[src/gsbd_pkg.sv]
// ----------------------------------------------------------------------------
// gsbd_pkg: graph search shared types and constants
// Field widths and the command and status bundles between controller and
// datapath.
// ----------------------------------------------------------------------------
package gsbd_pkg;

  localparam int NODE_W = 4;
  localparam int ROW_W  = 16;
  localparam int CNT_W  = 5;
  localparam int CFG_W  = 5;

  localparam logic [0:0] REQ_LOAD   = 1'b0;
  localparam logic [0:0] REQ_SEARCH = 1'b1;

  localparam logic [0:0] CFG_NODE_COUNT  = 1'b0;
  localparam logic [0:0] CFG_SEARCH_MODE = 1'b1;

  localparam logic [CNT_W-1:0] NODE_COUNT_RST = 5'd16;

  typedef struct packed {
    logic load_row;
    logic start;
    logic emit_bad;
    logic fetch;
    logic row_read;
    logic push;
    logic pop;
    logic finish;
  } gsbd_cmd_t;

  typedef struct packed {
    logic bad_start;
    logic empty;
    logic cand_any;
    logic out_free;
    logic dfs;
  } gsbd_status_t;

endpackage

[src/graph_search_bfs_dfs.sv]
// ----------------------------------------------------------------------------
// graph_search_bfs_dfs: breadth/depth first search over an adjacency matrix
// Request channel (req_valid/req_stall) takes row loads and search starts.
// A load gives no result; loads may stream.
// Any request is held off (req_stall) while a search is running.
// Result channel (res_valid/res_stall) gives visited nodes in visit order,
// the start node first, last_visit on the final one. A bad start node
// gives one result with bad_start and last_visit set.
// Each pass over the pending store goes through fetch, adjacency row read
// (both registered memory reads) and a scan. Breadth first fetches each
// node found once and scans its row until no unvisited neighbor is left.
// Depth first fetches again after every push and every pop. Result stalls
// hold back the scan and the final emit in both modes.
// The result register frees the search loop: a new node waits only while
// the previous one is still held by res_stall.
// cfg_ready is always high; write registers only while idle.
// Reset clears the controller, pointers, result valid and the registers
// (node_count 16, search_mode 0). Adjacency rows are undefined until loaded.
// ----------------------------------------------------------------------------
module graph_search_bfs_dfs #(
  parameter int MAX_NODES = 16
) (
  input  logic                        clk,
  input  logic                        rst,
  input  logic                        cfg_valid,
  output logic                        cfg_ready,
  input  logic [0:0]                  cfg_index,
  input  logic [gsbd_pkg::CFG_W-1:0]  cfg_data,
  input  logic                        req_valid,
  output logic                        req_stall,
  input  logic                        req_type,
  input  logic [gsbd_pkg::NODE_W-1:0] row_index,
  input  logic [gsbd_pkg::ROW_W-1:0]  row_bits,
  input  logic [gsbd_pkg::NODE_W-1:0] start_node,
  output logic                        res_valid,
  input  logic                        res_stall,
  output logic [gsbd_pkg::NODE_W-1:0] visited_node,
  output logic                        last_visit,
  output logic                        bad_start
);
  import gsbd_pkg::*;

  gsbd_cmd_t    cmd;
  gsbd_status_t status;

  assign cfg_ready = 1'b1;

  gsbd_ctrl u_ctrl (
    .clk       (clk),
    .rst       (rst),
    .req_valid (req_valid),
    .req_type  (req_type),
    .req_stall (req_stall),
    .status    (status),
    .cmd       (cmd)
  );

  gsbd_datapath #(
    .MAX_NODES (MAX_NODES)
  ) u_datapath (
    .clk          (clk),
    .rst          (rst),
    .cfg_we       (cfg_valid && cfg_ready),
    .cfg_index    (cfg_index),
    .cfg_data     (cfg_data),
    .row_index    (row_index),
    .row_bits     (row_bits),
    .start_node   (start_node),
    .cmd          (cmd),
    .status       (status),
    .res_stall    (res_stall),
    .res_valid    (res_valid),
    .visited_node (visited_node),
    .last_visit   (last_visit),
    .bad_start    (bad_start)
  );

endmodule

[src/gsbd_ctrl.sv]
// ----------------------------------------------------------------------------
// gsbd_ctrl: graph search controller
// Sequences load, bad start emit, fetch, row read, neighbor scan and final emit.
// ----------------------------------------------------------------------------
module gsbd_ctrl (
  input  logic                  clk,
  input  logic                  rst,
  input  logic                  req_valid,
  input  logic                  req_type,
  output logic                  req_stall,
  input  gsbd_pkg::gsbd_status_t status,
  output gsbd_pkg::gsbd_cmd_t    cmd
);
  import gsbd_pkg::*;

  localparam logic [2:0] ST_IDLE  = 3'd0;
  localparam logic [2:0] ST_FETCH = 3'd1;
  localparam logic [2:0] ST_ROW   = 3'd2;
  localparam logic [2:0] ST_SCAN  = 3'd3;
  localparam logic [2:0] ST_DONE  = 3'd4;

  logic [2:0] state;
  logic [2:0] state_next;
  logic       accept;
  logic       is_search;

  assign is_search = (req_type == REQ_SEARCH);
  assign req_stall = (state != ST_IDLE) ||
                     (req_valid && is_search && status.bad_start && !status.out_free);
  assign accept    = req_valid && !req_stall;

  always_comb begin
    cmd        = '0;
    state_next = state;
    case (state)
      ST_IDLE: begin
        if (accept) begin
          if (!is_search) begin
            cmd.load_row = 1'b1;
          end else if (status.bad_start) begin
            cmd.emit_bad = 1'b1;
          end else begin
            cmd.start  = 1'b1;
            state_next = ST_FETCH;
          end
        end
      end
      ST_FETCH: begin
        if (status.empty) begin
          state_next = ST_DONE;
        end else begin
          cmd.fetch  = 1'b1;
          state_next = ST_ROW;
        end
      end
      ST_ROW: begin
        cmd.row_read = 1'b1;
        state_next   = ST_SCAN;
      end
      ST_SCAN: begin
        if (!status.cand_any) begin
          cmd.pop    = status.dfs;
          state_next = ST_FETCH;
        end else if (status.out_free) begin
          cmd.push = 1'b1;
          if (status.dfs) begin
            state_next = ST_FETCH;
          end
        end
      end
      ST_DONE: begin
        if (status.out_free) begin
          cmd.finish = 1'b1;
          state_next = ST_IDLE;
        end
      end
      default: begin
        state_next = ST_IDLE;
      end
    endcase
  end

  always_ff @(posedge clk) begin
    if (rst) begin
      state <= ST_IDLE;
    end else begin
      state <= state_next;
    end
  end

endmodule

[src/gsbd_datapath.sv]
// ----------------------------------------------------------------------------
// gsbd_datapath: graph search datapath
// Adjacency and pending-node memories, visited marks, neighbor select,
// config registers and the result register.
// ----------------------------------------------------------------------------
module gsbd_datapath #(
  parameter int MAX_NODES = 16
) (
  input  logic                          clk,
  input  logic                          rst,
  input  logic                          cfg_we,
  input  logic [0:0]                    cfg_index,
  input  logic [gsbd_pkg::CFG_W-1:0]    cfg_data,
  input  logic [gsbd_pkg::NODE_W-1:0]   row_index,
  input  logic [gsbd_pkg::ROW_W-1:0]    row_bits,
  input  logic [gsbd_pkg::NODE_W-1:0]   start_node,
  input  gsbd_pkg::gsbd_cmd_t           cmd,
  output gsbd_pkg::gsbd_status_t        status,
  input  logic                          res_stall,
  output logic                          res_valid,
  output logic [gsbd_pkg::NODE_W-1:0]   visited_node,
  output logic                          last_visit,
  output logic                          bad_start
);
  import gsbd_pkg::*;

  localparam int ROWS = (MAX_NODES < ROW_W) ? MAX_NODES : ROW_W;
  localparam int AW   = $clog2(ROWS);
  localparam int PW   = $clog2(ROWS + 1);
  localparam logic [6:0] MAXN = 7'(MAX_NODES);

  logic [CNT_W-1:0]  node_count;
  logic              search_mode;
  logic [ROW_W-1:0]  adj [ROWS];
  logic [NODE_W-1:0] pend [ROWS];
  logic [PW-1:0]     head;
  logic [PW-1:0]     tail;
  logic [ROW_W-1:0]  visited;
  logic [NODE_W-1:0] pend_q;
  logic [ROW_W-1:0]  row_q;
  logic [NODE_W-1:0] hold_node;

  logic [6:0]        n_eff;
  logic [ROW_W-1:0]  usable;
  logic [ROW_W-1:0]  cand;
  logic [NODE_W-1:0] w_node;
  logic [PW-1:0]     rd_ptr;
  logic              out_free;

  assign n_eff    = ({2'b00, node_count} > MAXN) ? MAXN : {2'b00, node_count};
  assign cand     = row_q & usable & ~visited;
  assign rd_ptr   = search_mode ? (tail - PW'(1)) : head;
  assign out_free = !res_valid || !res_stall;

  always_comb begin
    for (int i = 0; i < ROW_W; i++) begin
      usable[i] = (7'(i) < n_eff);
    end
  end

  always_comb begin
    w_node = '0;
    for (int i = ROW_W - 1; i >= 0; i--) begin
      if (cand[i]) begin
        w_node = NODE_W'(i);
      end
    end
  end

  always_comb begin
    status.bad_start = ({3'b000, start_node} >= n_eff);
    status.empty     = search_mode ? (tail == '0) : (head == tail);
    status.cand_any  = |cand;
    status.out_free  = out_free;
    status.dfs       = search_mode;
  end

  // config registers
  always_ff @(posedge clk) begin
    if (rst) begin
      node_count  <= NODE_COUNT_RST;
      search_mode <= 1'b0;
    end else if (cfg_we) begin
      case (cfg_index)
        CFG_NODE_COUNT:  node_count  <= cfg_data[CNT_W-1:0];
        CFG_SEARCH_MODE: search_mode <= cfg_data[0];
        default: begin
        end
      endcase
    end
  end

  // adjacency memory
  always_ff @(posedge clk) begin
    if (cmd.load_row && (int'(row_index) < ROWS)) begin
      adj[row_index[AW-1:0]] <= row_bits;
    end
    if (cmd.row_read) begin
      row_q <= adj[pend_q[AW-1:0]];
    end
  end

  // pending-node memory (queue or stack)
  always_ff @(posedge clk) begin
    if (cmd.start) begin
      pend[0] <= start_node;
    end else if (cmd.push) begin
      pend[tail[AW-1:0]] <= w_node;
    end
    if (cmd.fetch) begin
      pend_q <= pend[rd_ptr[AW-1:0]];
    end
  end

  always_ff @(posedge clk) begin
    if (rst) begin
      head    <= '0;
      tail    <= '0;
      visited <= '0;
    end else if (cmd.start) begin
      head    <= '0;
      tail    <= PW'(1);
      visited <= ROW_W'(1) << start_node;
    end else begin
      if (cmd.fetch && !search_mode) begin
        head <= head + PW'(1);
      end
      if (cmd.push) begin
        tail    <= tail + PW'(1);
        visited <= visited | (ROW_W'(1) << w_node);
      end else if (cmd.pop) begin
        tail <= tail - PW'(1);
      end
    end
  end

  // held node waits until its successor or the end of search is known
  always_ff @(posedge clk) begin
    if (cmd.start) begin
      hold_node <= start_node;
    end else if (cmd.push) begin
      hold_node <= w_node;
    end
  end

  always_ff @(posedge clk) begin
    if (rst) begin
      res_valid <= 1'b0;
    end else if (cmd.emit_bad || cmd.push || cmd.finish) begin
      res_valid <= 1'b1;
    end else if (!res_stall) begin
      res_valid <= 1'b0;
    end
  end

  always_ff @(posedge clk) begin
    if (cmd.emit_bad) begin
      visited_node <= start_node;
      last_visit   <= 1'b1;
      bad_start    <= 1'b1;
    end else if (cmd.push) begin
      visited_node <= hold_node;
      last_visit   <= 1'b0;
      bad_start    <= 1'b0;
    end else if (cmd.finish) begin
      visited_node <= hold_node;
      last_visit   <= 1'b1;
      bad_start    <= 1'b0;
    end
  end

endmodule

[config.mk]
export PLATFORM = sky130hd
export DESIGN_NAME = graph_search_bfs_dfs
export DESIGN_NICKNAME = d
export VERILOG_FILES = /design/src/gsbd_pkg.sv /design/src/graph_search_bfs_dfs.sv /design/src/gsbd_ctrl.sv /design/src/gsbd_datapath.sv
export SDC_FILE = /design/constraint.sdc
export NUM_CORES = 1
export LEC_CHECK = 0
export BUFFER_PORTS_ARGS = -buffer_cell sky130_fd_sc_hd__buf_2
export CORE_MARGIN = 5
export CORE_UTILIZATION = 60
export DETAILED_ROUTE_END_ITERATION = 12
export HOLD_SLACK_MARGIN = 0.06
export PLACE_DENSITY = 0.77
export SYNTH_ARGS = -nofsm -noshare
export SYNTH_HDL_FRONTEND = slang
export SYNTH_SLANG_ARGS = --single-unit
[constraint.sdc]
create_clock -name clk -period 3.2 [get_ports clk]
set_input_delay 0.16 -clock clk [delete_from_list [all_inputs] [get_ports clk]]
set_output_delay 0.16 -clock clk [all_outputs]
set_load 0.01 [all_outputs]
==> impl_results.rst <==
.. list-table::
   :header-rows: 1

   * - Metric
     - Value
   * - Result of the run
     - finished clean
   * - Worst setup timing slack at the placement stage
     - 0.302 ns
   * - Cell count after placement
     - 1,285
   * - Num Clock Sinks
     - 386
   * - Starting Density
     - 60.8%
   * - Max-slew violation count
     - 0
   * - Max-cap violations
     - 0
   * - Largest net degree at the start of global routing
     - 65
   * - Chip height
     - 173 um
   * - Time the final worst path needs with I/O delays and setup
     - 2.99 ns
   * - Synthesized netlist net count
     - 950
   * - H-tree depth
     - 2
   * - Worst-path clk slew
     - 0.06 ns
   * - Total negative setup slack
     - 0 ns
   * - Number of nets in the layout
     - 1,058
   * - Critical path's slowest cell
     - sky130_fd_sc_hd__dfxtp_1
   * - Peak per-stage delay on the critical path
     - 0.65 ns
   * - Number of synthesized flops with an enable pin
     - 348
   * - Worst relative slew slack
     - 29.9%
   * - Per-instance average area after synthesis
     - 17.5 um^2
   * - Initial antenna violation count
     - 0
   * - Die area
     - 0.0298 mm^2
   * - Worst slack on hold paths
     - 0.123 ns
   * - Routed Wire Length
     - 35,100 um
   * - Cells along the critical path
     - nor4_1 -> nor4b_1 -> nor3_1 -> a41oi_2 -> buf_4 -> nand2_1 -> a21oi_1
   * - Post-route non-filler standard cell count
     - 1,377
   * - Clock buffers created by TritonCTS
     - 38
   * - Largest vdd supply drop
     - 0.000597 V
   * - Global-route wire length before repair
     - 54,400 um
   * - Power per unit of standard cell area
     - 576 mW/mm^2
   * - Critical path class
     - register to register
   * - Synth warn
     - 0
   * - Buffer type at the clock tree root
     - sky130_fd_sc_hd__clkbuf_16
   * - Post-synthesis cell area
     - 0.0158 mm^2
   * - Smallest setup slack after layout
     - 0.215 ns
   * - Data required time at the worst endpoint
     - 3.38 ns
   * - Setup crit end kind
     - register
   * - Floorplan row count
     - 59
   * - Global router's overall resource usage
     - 23.6%
   * - Remaining Overflow, GRT
     - 0
   * - Final critical-path share of the clock period
     - 93.3%
   * - Number of buffers inserted by port buffering
     - 43
   * - Latest clock arrival within the worst-skew pair
     - 0.54 ns
   * - Vias in the first global route
     - 9,058
   * - Share of synthesized area occupied by flip-flops and latches
     - 70.7%
   * - Synth cell types
     - 66
   * - Main synth FF type
     - sky130_fd_sc_hd__edfxtp_1
   * - Number of buffers on the longest clock path
     - 3
   * - Post-DP HPWL
     - 21,100 um
   * - Worst min-delay path category
     - primary input to register
   * - Final setup violation count
     - 0
   * - Routed via count divided by cell count
     - 6.34
   * - RSZ-0062 raised after global routing
     - no
   * - Share of layout cells above drive strength 1
     - 27.4%
   * - Worst Path Buf+Inv
     - 1
   * - Vias after detailed routing
     - 8,733
   * - Iteration-0 DRC Markers
     - 866
   * - Final RePlAce weighted congestion
     - 0.939
   * - Count of inserted antenna diode cells
     - 0
   * - Static power due to leakage
     - 5.95 nW
   * - Setup fix buffers added after clock tree synthesis
     - 0
   * - Fill count
     - 1,606
   * - Share of flip-flops with an asynchronous set or reset
     - 0%
   * - Data arrival at the endpoint of the critical path
     - 3.17 ns
   * - CTS tree
     - built
   * - Count of nets left with antenna violations after detail routing
     - 0
   * - Number of search-and-repair iterations in the first detailed-routing pass
     - 5
   * - Flip-flop and latch count after synthesis
     - 386
   * - CORE AREA
     - 0.0261 mm^2
   * - Crit Path Max Fanout
     - 14
   * - Worst-margin pin slew
     - 1.05 ns
   * - Final hold violation count
     - 0
   * - Per-cell routed wire length
     - 25.5 um
   * - Startpoint type of the worst setup path
     - register
   * - P&R area growth vs syn
     - 15.1%
   * - Cell count after synthesis
     - 906
   * - Ports
     - 45
   * - Worst-case clock skew
     - 0.0176 ns
   * - DRC errors left
     - 0
   * - Maximum frequency from static timing analysis
     - 335 MHz
   * - Kind of cell with the highest combined delay on the critical path
     - compound AO/OA/AOI/OAI gates
   * - Die X
     - 173 um
metrics by stage:
| stage | utilization [%] | total power, mW | area (um^2) |
|---|---|---|---|
| CTS | 70.0 | 10.6 | 18200 |
| detailed placement | 64.3 | 6.18 | 16800 |
| global route | 70.0 | 10.9 | 18200 |
| floorplan | - | 5.97 | 15800 |
| finish | 70.0 | 10.5 | 18200 |
| global placement | 64.3 | 6.17 | 16800 |
routing by layer:
metal	GRT usage [%]	routed length, um	vias to the layer above
li1	-	-	3854
met4	4.82	579	0
met2	40.0	18200	424
met5	0	0	-
met1	33.0	13700	4406
met3	4.17	2650	49
sequential cells by signal, indices dropped and copies added (netlist names):
name / flops
u_ctrl.state: 3
u_datapath.adj: 256
u_datapath.bad_start: 1
u_datapath.head: 5
u_datapath.hold_node: 4
u_datapath.last_visit: 1
u_datapath.node_count: 5
u_datapath.pend: 64
u_datapath.pend_q: 4
u_datapath.res_valid: 1
u_datapath.row_q: 16
u_datapath.search_mode: 1
u_datapath.tail: 5
u_datapath.visited: 16
u_datapath.visited_node: 4
final cells by class:
| type | instances | area (um^2) | area share, % |
|---|---|---|---|
| multi-input combinational | 456 | 4430 | 24.3 |
| sequential | 386 | 11200 | 61.5 |
| clock inverter | 18 | 213 | 1.17 |
| timing repair buffer | 115 | 878 | 4.81 |
| tap | 335 | 419 | 2.30 |
| clock buffer | 50 | 1030 | 5.62 |
| inverter | 17 | 63.8 | 0.350 |
timing repair:
action                                 CTS  global route
gates resized for setup                  0             0
endpoints found under the hold margin  263             0
hold buffers                            24             0
cells in the final DEF, fill, tap and decap left out, types with 10 or more instances in the layout:
master                          instances
sky130_fd_sc_hd__buf_4                 43
sky130_fd_sc_hd__nor2b_1               12
sky130_fd_sc_hd__nand2b_1              16
sky130_fd_sc_hd__dfxtp_1               38
sky130_fd_sc_hd__nor3_1                22
sky130_fd_sc_hd__dlygate4sd3_1         24
sky130_fd_sc_hd__nand3_1               13
sky130_fd_sc_hd__o22ai_1               10
sky130_fd_sc_hd__nand2_1               42
sky130_fd_sc_hd__mux2i_1               10
sky130_fd_sc_hd__a21oi_1               36
sky130_fd_sc_hd__buf_2                 43
sky130_fd_sc_hd__inv_1                 17
sky130_fd_sc_hd__nor2_1                47
sky130_fd_sc_hd__nor2_2                13
sky130_fd_sc_hd__o21ai_0               12
sky130_fd_sc_hd__clkbuf_16             38
sky130_fd_sc_hd__edfxtp_1             348
sky130_fd_sc_hd__mux4_2                96
where the power goes:
part	leakage (nW)	switching, mW	internal [mW]
Sequential	3.44	0.0341	5.55
Combinational	1.90	0.310	0.207
Clock	0.606	1.87	2.53
synthesized netlist by cell type, types with 3 or more instances:
cell                       instances  share of area, %
sky130_fd_sc_hd__edfxtp_1        348                66
sky130_fd_sc_hd__mux4_2           96                14
sky130_fd_sc_hd__nor2_1           59               1.4
sky130_fd_sc_hd__nand2_1          42              0.99
sky130_fd_sc_hd__dfxtp_1          38               4.8
sky130_fd_sc_hd__a21oi_1          36               1.1
sky130_fd_sc_hd__clkbuf_1         27              0.64
sky130_fd_sc_hd__nor3_1           26              0.82
sky130_fd_sc_hd__inv_1            17              0.40
sky130_fd_sc_hd__nand2b_1         16              0.63
sky130_fd_sc_hd__nand3_1          13              0.41
sky130_fd_sc_hd__nor2b_1          12              0.47
sky130_fd_sc_hd__o21ai_0          12              0.38
sky130_fd_sc_hd__buf_1            11              0.26
sky130_fd_sc_hd__mux2i_1          10              0.63
sky130_fd_sc_hd__o22ai_1          10              0.39
sky130_fd_sc_hd__ha_1              8              0.63
sky130_fd_sc_hd__mux2_2            8              0.57
sky130_fd_sc_hd__nor4_1            7              0.28
sky130_fd_sc_hd__xnor2_1           7              0.39
sky130_fd_sc_hd__xor2_1            6              0.33
sky130_fd_sc_hd__and3_1            5              0.20
sky130_fd_sc_hd__buf_2             5              0.16
sky130_fd_sc_hd__o211ai_1          5              0.24
sky130_fd_sc_hd__o21ai_1           5              0.16
sky130_fd_sc_hd__or3_1             5              0.20
sky130_fd_sc_hd__a31oi_1           4              0.16
sky130_fd_sc_hd__and2_1            4              0.16
sky130_fd_sc_hd__buf_4             4              0.19
sky130_fd_sc_hd__nand3b_1          4              0.19
sky130_fd_sc_hd__nand4_1           4              0.16
sky130_fd_sc_hd__o32ai_1           4              0.22
sky130_fd_sc_hd__a32oi_1           3              0.17
sky130_fd_sc_hd__or2_1             3              0.12
logic make-up (layout without fill, tap and decap cells):
group	after synthesis	count (layout)	synth area share, %
compound gates	107	107	4.56
xor+xnor	13	13	0.719
fa+ha+maj	8	8	0.632
buf+inv	64	200	1.65
flops	386	386	70.7
mux	114	114	14.8
other cells	1	1	0.0237
simple gates	213	213	6.82
tightest hold or removal path, stage by stage:
cell	delay, ns
sky130_fd_sc_hd__buf_2	0.10
sky130_fd_sc_hd__nor2b_1	0.13
sky130_fd_sc_hd__mux2i_1	0.15
sky130_fd_sc_hd__nor2_1	0.08
final timing paths:
path | from | to | slack (ns) | cells after the start
max reg2reg | u_datapath.node_count[2]$_SDFFE_PP0P_ | u_datapath.pend[0][1]$_DFFE_PP_ | 0.21 | 7
min reg2reg | u_datapath.bad_start$_SDFFE_PP1P_ | u_datapath.bad_start$_SDFFE_PP1P_ | 0.45 | 2
max | u_datapath.node_count[2]$_SDFFE_PP0P_ | u_datapath.pend[0][1]$_DFFE_PP_ | 0.21 | 7
min | cfg_index | u_datapath.node_count[3]$_SDFFE_PP0P_ | 0.12 | 4
No activity file was read; power rests on OpenSTA's default activity.
